--- src/design/swst_pkg.sv ---
// Shared widths, stream layouts and controller/datapath signal bundles
// for the sensor window statistics tracker. No dependencies.
package swst_pkg;

    // Fixed field widths
    localparam int TEMP_W     = 15;
    localparam int PRESS_W    = 17;
    localparam int ALT_W      = 16;
    localparam int SLOT_OUT_W = 7;

    // Input stream layout
    localparam int S_TDATA_W   = 48;
    localparam int IN_TEMP_LSB = 0;
    localparam int IN_PRES_LSB = 15;
    localparam int IN_ALT_LSB  = 32;

    // Output stream layout
    localparam int M_TDATA_W    = 104;
    localparam int M_TUSER_W    = 1;
    localparam int OUT_AVGT_LSB = 0;
    localparam int OUT_AVGP_LSB = 15;
    localparam int OUT_PEAK_LSB = 32;
    localparam int OUT_LOWP_LSB = 47;
    localparam int OUT_SLOT_LSB = 64;
    localparam int OUT_LOGT_LSB = 71;
    localparam int OUT_LOGP_LSB = 86;
    localparam int OUT_PAD_W    = 1;

    localparam logic [PRESS_W-1:0] LOW_PRESS_RESET = '1;

    typedef struct packed {
        logic capture;   // latch the accepted sample, issue ring read
        logic update;    // update sums, ring, peaks and log slot
        logic div_start; // launch one division
        logic div_sel;   // 0: temperature mean, 1: pressure mean
        logic load_out;  // copy results into the output register
    } swst_cmd_t;

    typedef struct packed {
        logic div_done;
    } swst_sts_t;

    localparam logic DIV_SEL_TEMP  = 1'b0;
    localparam logic DIV_SEL_PRESS = 1'b1;

endpackage

--- src/design/swst_ctrl.sv ---
// Sequencing state machine: handshakes, ring access order, divisions, output.
// Depends on swst_pkg.
module swst_ctrl
    import swst_pkg::*;
(
    input  logic      clk,
    input  logic      rst_n,
    input  logic      s_tvalid,
    output logic      s_tready,
    output logic      m_tvalid,
    input  logic      m_tready,
    output swst_cmd_t cmd,
    input  swst_sts_t sts
);
    localparam logic [2:0] ST_IDLE    = 3'd0;
    localparam logic [2:0] ST_READ    = 3'd1;
    localparam logic [2:0] ST_UPDATE  = 3'd2;
    localparam logic [2:0] ST_START_T = 3'd3;
    localparam logic [2:0] ST_WAIT_T  = 3'd4;
    localparam logic [2:0] ST_START_P = 3'd5;
    localparam logic [2:0] ST_WAIT_P  = 3'd6;
    localparam logic [2:0] ST_OUT     = 3'd7;

    logic [2:0] state_reg, state_next;
    logic       out_valid_reg, out_valid_next;
    logic       out_free;

    assign out_free = !out_valid_reg || m_tready;
    assign s_tready = (state_reg == ST_IDLE);
    assign m_tvalid = out_valid_reg;

    always_comb
    begin
        state_next    = state_reg;
        cmd           = '0;
        cmd.div_sel   = DIV_SEL_TEMP;
        case (state_reg)
            ST_IDLE:
            begin
                if (s_tvalid)
                begin
                    cmd.capture = 1'b1;
                    state_next  = ST_READ;
                end
            end
            ST_READ:
            begin
                state_next = ST_UPDATE;
            end
            ST_UPDATE:
            begin
                cmd.update = 1'b1;
                state_next = ST_START_T;
            end
            ST_START_T:
            begin
                cmd.div_start = 1'b1;
                state_next    = ST_WAIT_T;
            end
            ST_WAIT_T:
            begin
                if (sts.div_done)
                begin
                    state_next = ST_START_P;
                end
            end
            ST_START_P:
            begin
                cmd.div_sel   = DIV_SEL_PRESS;
                cmd.div_start = 1'b1;
                state_next    = ST_WAIT_P;
            end
            ST_WAIT_P:
            begin
                cmd.div_sel = DIV_SEL_PRESS;
                if (sts.div_done)
                begin
                    state_next = ST_OUT;
                end
            end
            ST_OUT:
            begin
                if (out_free)
                begin
                    cmd.load_out = 1'b1;
                    state_next   = ST_IDLE;
                end
            end
            default:
            begin
                state_next = ST_IDLE;
            end
        endcase
    end

    always_comb
    begin
        out_valid_next = out_valid_reg;
        if (cmd.load_out)
        begin
            out_valid_next = 1'b1;
        end
        else if (m_tready)
        begin
            out_valid_next = 1'b0;
        end
    end

    always_ff @(posedge clk or negedge rst_n)
    begin
        if (!rst_n)
        begin
            state_reg     <= ST_IDLE;
            out_valid_reg <= 1'b0;
        end
        else
        begin
            state_reg     <= state_next;
            out_valid_reg <= out_valid_next;
        end
    end

endmodule

--- config.mk ---
export PLATFORM = sky130hd
export DESIGN_NAME = swst_ctrl
export DESIGN_NICKNAME = d
export VERILOG_FILES = /design/src/design/swst_pkg.sv /design/src/design/swst_ctrl.sv
export SDC_FILE = /design/constraint.sdc
export NUM_CORES = 1
export LEC_CHECK = 0
export ABC_AREA = 1
export BUFFER_PORTS_ARGS = -buffer_cell sky130_fd_sc_hd__buf_2
export CAP_MARGIN = 20
export CORE_AREA = 2 2 39 41
export CTS_CLUSTER_SIZE = 30
export DETAILED_ROUTE_END_ITERATION = 10
export DIE_AREA = 0 0 41 43
export GPL_TIMING_DRIVEN = 0
export PLACE_DENSITY = 0.59
export SLEW_MARGIN = 20
export SYNTH_ARGS = -nofsm -noshare
export SYNTH_HDL_FRONTEND = slang
export SYNTH_SLANG_ARGS = --single-unit
export TNS_END_PERCENT = 5
--- constraint.sdc ---
create_clock -name clk -period 2 [get_ports clk]
set_input_delay 0.1 -clock clk [delete_from_list [all_inputs] [get_ports clk]]
set_output_delay 0.1 -clock clk [all_outputs]
set_load 0.02 [all_outputs]
==> results of run 1 <==
[power by group]
part / total, mW / internal [mW] / switching (mW)
Clock: 0.0939 / 0.0667 / 0.0272
Combinational: 0.555 / 0.217 / 0.338
Sequential: 0.156 / 0.125 / 0.0311
Total: 0.805 / 0.409 / 0.396
[layout make-up]
| type | instances | area, µm² | area share |
|---|---|---|---|
| Multi-Input combinational cell | 38 | 229 | 0.451 |
| Clock buffer | 3 | 22.5 | 0.0443 |
| Buffer | 2 | 18.8 | 0.0369 |
| Timing Repair Buffer | 12 | 65.1 | 0.128 |
| Inverter | 14 | 52.6 | 0.103 |
| Tap cell | 16 | 20.0 | 0.0394 |
| Sequential cell | 4 | 100 | 0.197 |
[worst min path at each step]
stage | cells after the start | endpoint | start | slack [ns]
floorplan | 0 | m_tvalid$_DFFE_PN0P_ | rst_n | -0.20
global placement | 1 | m_tvalid$_DFFE_PN0P_ | rst_n | -0.1
detailed placement | 1 | m_tvalid$_DFFE_PN0P_ | rst_n | -0.09
CTS | 4 | m_tvalid$_DFFE_PN0P_ | m_tready | 0.14
global route | 4 | m_tvalid$_DFFE_PN0P_ | m_tready | 0.16
finish | 4 | m_tvalid$_DFFE_PN0P_ | m_tready | 0.15
[kinds of logic after synthesis]
| family | after synthesis |
|---|---|
| adder cells (fa/ha/maj) | 4 |
| buffers and inverters | 16 |
| AND/OR/NAND/NOR | 34 |
| flip-flops | 4 |
[metal layers]
layer | share of wire | vias up
li1 | - | 198
met1 | 0.44 | 151
met2 | 0.51 | 10
met3 | 0.048 | 0
met4 | 0 | 0
met5 | 0 | -
[worst register-to-register path: cells and delay by family (launching register included)]
kind / cells / cell delay [ns]
adder cells (fa/ha/maj): 1 / 0.25
AND/OR/NAND/NOR: 6 / 0.41
flip-flops: 1 / 0.38
buffers and inverters: 1 / 0.08
[Yosys cell counts]
| master | count | area, µm² |
|---|---|---|
| nor2_2 | 3 | 18.8 |
| nand3_1 | 4 | 20.0 |
| nand2_4 | 2 | 22.5 |
| buf_6 | 1 | 11.3 |
| or2_2 | 1 | 6.26 |
| inv_2 | 2 | 7.51 |
| nand4_1 | 1 | 6.26 |
| dfrtp_1 | 4 | 100 |
| buf_4 | 1 | 7.51 |
| nand3_2 | 1 | 10.0 |
| nand2_2 | 5 | 31.3 |
| nand2_1 | 11 | 41.3 |
| ha_1 | 4 | 50.1 |
| inv_1 | 12 | 45.0 |
| nor2_1 | 6 | 22.5 |
[per-stage QoR]
step | util | cells | hold slack (ns) | setup WS [ns]
CTS | 0.367 | 89 | 0.143 | 0.579
detailed placement | 0.344 | 85 | -0.0937 | 0.741
global placement | 0.344 | 85 | -0.0953 | 0.760
floorplan | - | 58 | -0.196 | 0.847
finish | 0.367 | 89 | 0.146 | 0.602
global route | 0.367 | 89 | 0.163 | 0.483
[layout by cell type (no fill, tap or decap)]
cell type,count
inv_1,12
nand2_1,11
buf_2,11
nor2_1,6
nand2_2,5
nand3_1,4
ha_1,4
dfrtp_1,4
nor2_2,3
clkbuf_4,3
inv_2,2
nand2_4,2
buf_6,1
nand3_2,1
or2_2,1
nand4_1,1
buf_4,1
dlygate4sd3_1,1
==> metrics, run 1 <==
outcome=complete, no violations; CTS H-tree depth=1; largest net degree at the start of global routing=9; CP Cell Sequence=ha_1 > nand2_2 > nor2_1 > buf_4 > buf_2; CTS hold repair buffers=1; share of layout cells above drive strength 1=0.411; fill count=between 150 and 200; CTS tree=yes; Mapped Area=around 400 µm²; DRT iter0 DRCs=6; Post-Synth Simple-Gate Area=0.447; design area=roughly 500 µm²; io pins=12; clock latency on the worst-skew pair=0.23 ns; drt drc=0; Crit path max-delay family=flip-flops; fmax=approximately 0.72 GHz; nets=84; Worst EP arrival=1.30 ns; vias in the first global route=just under 300; Final Power=0.805 mW; Max transition margin=0.895; leakage power=around 0.34 nW; Largest register FFs=3; # rows=14; CP Launch Type=flip-flop; diode count=0; final hold violations=0; initial antenna violation count=0; Synth Register Bits=4; GRT Total Usage=0.0960; syn_area_per_cell=about 7 µm²; Max Slew Vio Count=0; syn_nets=67; post-route ant nets=0; worst hold path class=in2reg; met2 usage=0.138; Horiz. Die Dim=41 µm; Final Routed Wirelength=about 630 µm; final setup fails=0; worst r2r src=state_reg[0]$_DFFE_PN0P_; Core Area=~1400 µm²; most used routing layer in global routing=met2; slack of the worst reg-to-reg path=0.76 ns; worst-margin pin slew=approximately 0.16 ns; Yosys cell types=15; Period Utilization, post-route=0.699; Cell Pwr Density=approximately 1600 nW/µm²; post-layout minimum cycle time=1.40 ns; CP startpoint=state_reg[0]$_DFFE_PN0P_; Clock Tree Buf Depth=2; setup repair bufs after CTS=0; RePlAce Congestion=slightly above 0.7; clock transition at the registers of the reported paths=about 0.030 ns; YS warnings=0; WP depth=5; Area Growth Syn to Fin=26.9%; routed len/inst=about 7.1 µm; met1 Usage GRT=0.0984; Slowest cell on crit path=dfrtp_1; XOR/XNOR Fraction of Synth Area=0; die area=between 1500 and 2000 µm²; CP endpoint=cmd[0]; Post-Syn Instances=58; vias=359; Initial Util=0.289; DIE HEIGHT=roughly 43 µm; CTS sink count=4; global route total overflow=0; Buf/Inv on CP=2; CTS root buf=clkbuf_4; Reg2Reg Depth=8; Placement Cell Area=about 480 µm²; total CTS buffers=3; Port-buffer cells=11; kind of critical path=reg2out; reg2reg end=state_reg[0]$_DFFE_PN0P_; proportion of synthesized area in mux cells=0; grt met3 use=0.0471; Via density=4.03; nature of the critical path endpoint=output pin; RSZ-0062 raised after global routing=false; post-cts resize count=0; worst path required time=1.90 ns; Synth Area in Compound Gates=0; Clock Skews=0.00224 ns; setup tns final=0 ns; largest family of logic cells by synthesized area=simple AND/OR/NAND/NOR gates; max capacitance violation total=0; Post-Synth Adder-Cell Area=0.125; delay of the slowest cell on the worst path=0.40 ns; Max rail drop VDD=0.000488 V; First-pass DRT Iterations=4; worst-path fanout max=4; first-pass GRT wire length=about 1100 µm; HPWL Detailed=about 560 µm; register area share after synthesis=0.250
(Power assumes the default switching activity.)
==> run 2, diff against run 1 <==
--- a/config.mk
+++ b/config.mk
@@ -13,7 +13,7 @@
 export DETAILED_ROUTE_END_ITERATION = 10
 export DIE_AREA = 0 0 41 43
 export GPL_TIMING_DRIVEN = 0
-export PLACE_DENSITY = 0.59
+export PLACE_DENSITY = 0.61
 export SLEW_MARGIN = 20
 export SYNTH_ARGS = -nofsm -noshare
 export SYNTH_HDL_FRONTEND = slang
==> constraint.sdc (replaced) <==
create_clock -name clk -period 1.2 [get_ports clk]
set_input_delay 0.06 -clock clk [delete_from_list [all_inputs] [get_ports clk]]
set_output_delay 0.06 -clock clk [all_outputs]
set_load 0.02 [all_outputs]
==> run 2 against run 1 <==
  * The flow now finishes with violations (setup timing)
  * Cell count increased by 1.1%
  * Count of clock-buffer cells in the layout stayed put
  * First-iteration DRC count fell by 83%
  * Total power is 120% higher
  * Setup slack worse by 0.71 ns
  * Hold slack got worse by 0.036 ns
  * Largest power group unchanged
  * Highest routed layer unchanged
==> metrics, run 2 (synthesis results as in run 1) <==
nature of the critical path endpoint=output pin; drt drc=0 (unchanged); Area Growth Syn to Fin=60.3%; failing checks=setup timing; CTS root buf=clkbuf_4; worst path required time=1.14 ns (-0.76 ns); RePlAce Congestion=0.720 (-0.26%); Max Slew Vio Count=0 (unchanged); HPWL Detailed=573 µm (+2.5%); worst-path fanout max=4 (unchanged); Clock Tree Buf Depth=2 (unchanged); Period Utilization, post-route=1.09; first-pass GRT wire length=1190 µm (+11%); CP Launch Type=flip-flop; area occupied by multi-input gates=314 µm² (+37%); GRT Total Usage=0.104 (+0.00798); DRT iter0 DRCs=1 (-5); die area=1760 µm² (unchanged); DIE HEIGHT=43 µm (unchanged); share of layout cells above drive strength 1=0.608 (+0.197); max capacitance violation total=0 (unchanged); initial antenna violation count=0 (unchanged); RSZ-0062 raised after global routing=true; vias in the first global route=327 (+13%); final setup fails=9 (+9); Max transition margin=0.823 (-0.0719); Via density=4.20 (+4.1%); post-route ant nets=0 (unchanged); post-layout minimum cycle time=around 1.3 ns; Horiz. Die Dim=41 µm (unchanged); worst-margin pin slew=0.265 ns (+0.107 ns); final hold violations=0 (unchanged); Cell Pwr Density=2740 nW/µm² (+73%); First-pass DRT Iterations=2 (-2); Final Util=0.464 (+0.0967); register area=103 µm² (+2.5%); io pins=12 (unchanged); clock transition at the registers of the reported paths=0.04 ns (about the same); clock latency on the worst-skew pair=0.23 ns (about the same); Max rail drop VDD=0.00105 V (+110%); final setup margin=-0.108 ns (-0.711 ns); largest net degree at the start of global routing=9 (unchanged); fmax=0.764 GHz; most common cell after layout, fill and taps aside=nand2_1; kind of critical path=reg2out; vias=378 (+5.3%); Min Hold Slack=0.109 ns (-0.0364 ns); leakage power=0.355 nW (+4.9%); CTS sink count=4 (unchanged); CTS H-tree depth=1 (unchanged); Worst EP arrival=1.25 ns (-0.05 ns); Final Routed Wirelength=696 µm (+11%); Core Area=1380 µm² (unchanged); commonest cells after routing, fill and taps aside=nand2_1 (10), inv_1 (7), buf_6 (6); CTS tree=yes; total CTS buffers=3 (unchanged); Port-buffer cells=11 (unchanged); # rows=14 (unchanged); fill count=144 (-7.7%); Initial Util=0.289 (unchanged); diode count=0 (unchanged); Largest register FFs=3 (unchanged); worst hold path class=in2reg; nets=85 (+1.2%); routed len/inst=7.73 µm (+9.4%); outcome=complete, but fails checks; global route total overflow=0 (unchanged); Clock Skews=0.00281 ns (+0.000574 ns)
-- run 2: per-stage QoR --
| stage | area [µm²] | worst slack (ns) | TNS [ns] | cells | total power, mW |
|---|---|---|---|---|---|
| after floorplan | 400 | 0.0475 | 0 | 58 | 0.990 |
| after global placement | 475 | -0.0396 | -0.0923 | 85 | 1.20 |
| after detailed placement | 475 | -0.0620 | -0.175 | 85 | 1.20 |
| after CTS | 599 | -0.133 | -0.823 | 91 | 1.66 |
| after global routing | 642 | -0.173 | -1.14 | 90 | 1.95 |
| final | 642 | -0.108 | -0.540 | 90 | 1.76 |
-- run 2: path summary, 6_finish.rpt --
path,startpoint,endpoint,slack [ns],cells past startpoint
setup / recovery,state_reg[1]$_DFFE_PN0P_,cmd[1],-0.11,5
hold / removal,m_tready,m_tvalid$_DFFE_PN0P_,0.11,4
setup reg to reg,state_reg[1]$_DFFE_PN0P_,state_reg[0]$_DFFE_PN0P_,-0.06,8
hold reg to reg,m_tvalid$_DFFE_PN0P_,m_tvalid$_DFFE_PN0P_,0.52,2
max in group asynchronous,rst_n,state_reg[1]$_DFFE_PN0P_,0.90,2
min in group asynchronous,rst_n,m_tvalid$_DFFE_PN0P_,0.17,2
-- run 2: layout make-up --
cell class,instances,area share
multi-input combinational,38,0.489
timing repair buffer,14,0.177
sequential,4,0.160
inverter,14,0.0897
clock buffer,3,0.0351
tap,16,0.0312
buffer,1,0.0175
-- run 2: where the power goes --
group          switching, mW  total, mW  internal (mW)
clock network         0.0473      0.159          0.111
registers             0.0935      0.309          0.215
logic                  0.694       1.29          0.597
total                  0.835       1.76          0.924
-- run 2: timing repair --
| item | CTS | global route |
|---|---|---|
| pin swaps | 5 | 7 |
| hold endpoints to repair | 4 | 0 |
| resized for setup | 20 | 16 |
| hold buffers | 1 | 0 |
| endpoints found under the setup margin | 9 | 9 |
| buffers inserted | 2 | 0 |
-- run 2: layer usage --
layer,track usage,part of all wire,wire length (µm)
met3,0.0314,0.034,24
met4,0.0800,0,0
met5,0,0,0
met2,0.166,0.54,378
met1,0.105,0.42,293
-- run 2: critical path, cell delays in order, from the launching register on --
cell,delay [ns]
dfrtp_2,0.44
buf_4,0.16
ha_4,0.15
nand2_2,0.08
nand2_1,0.07
buf_6,0.13
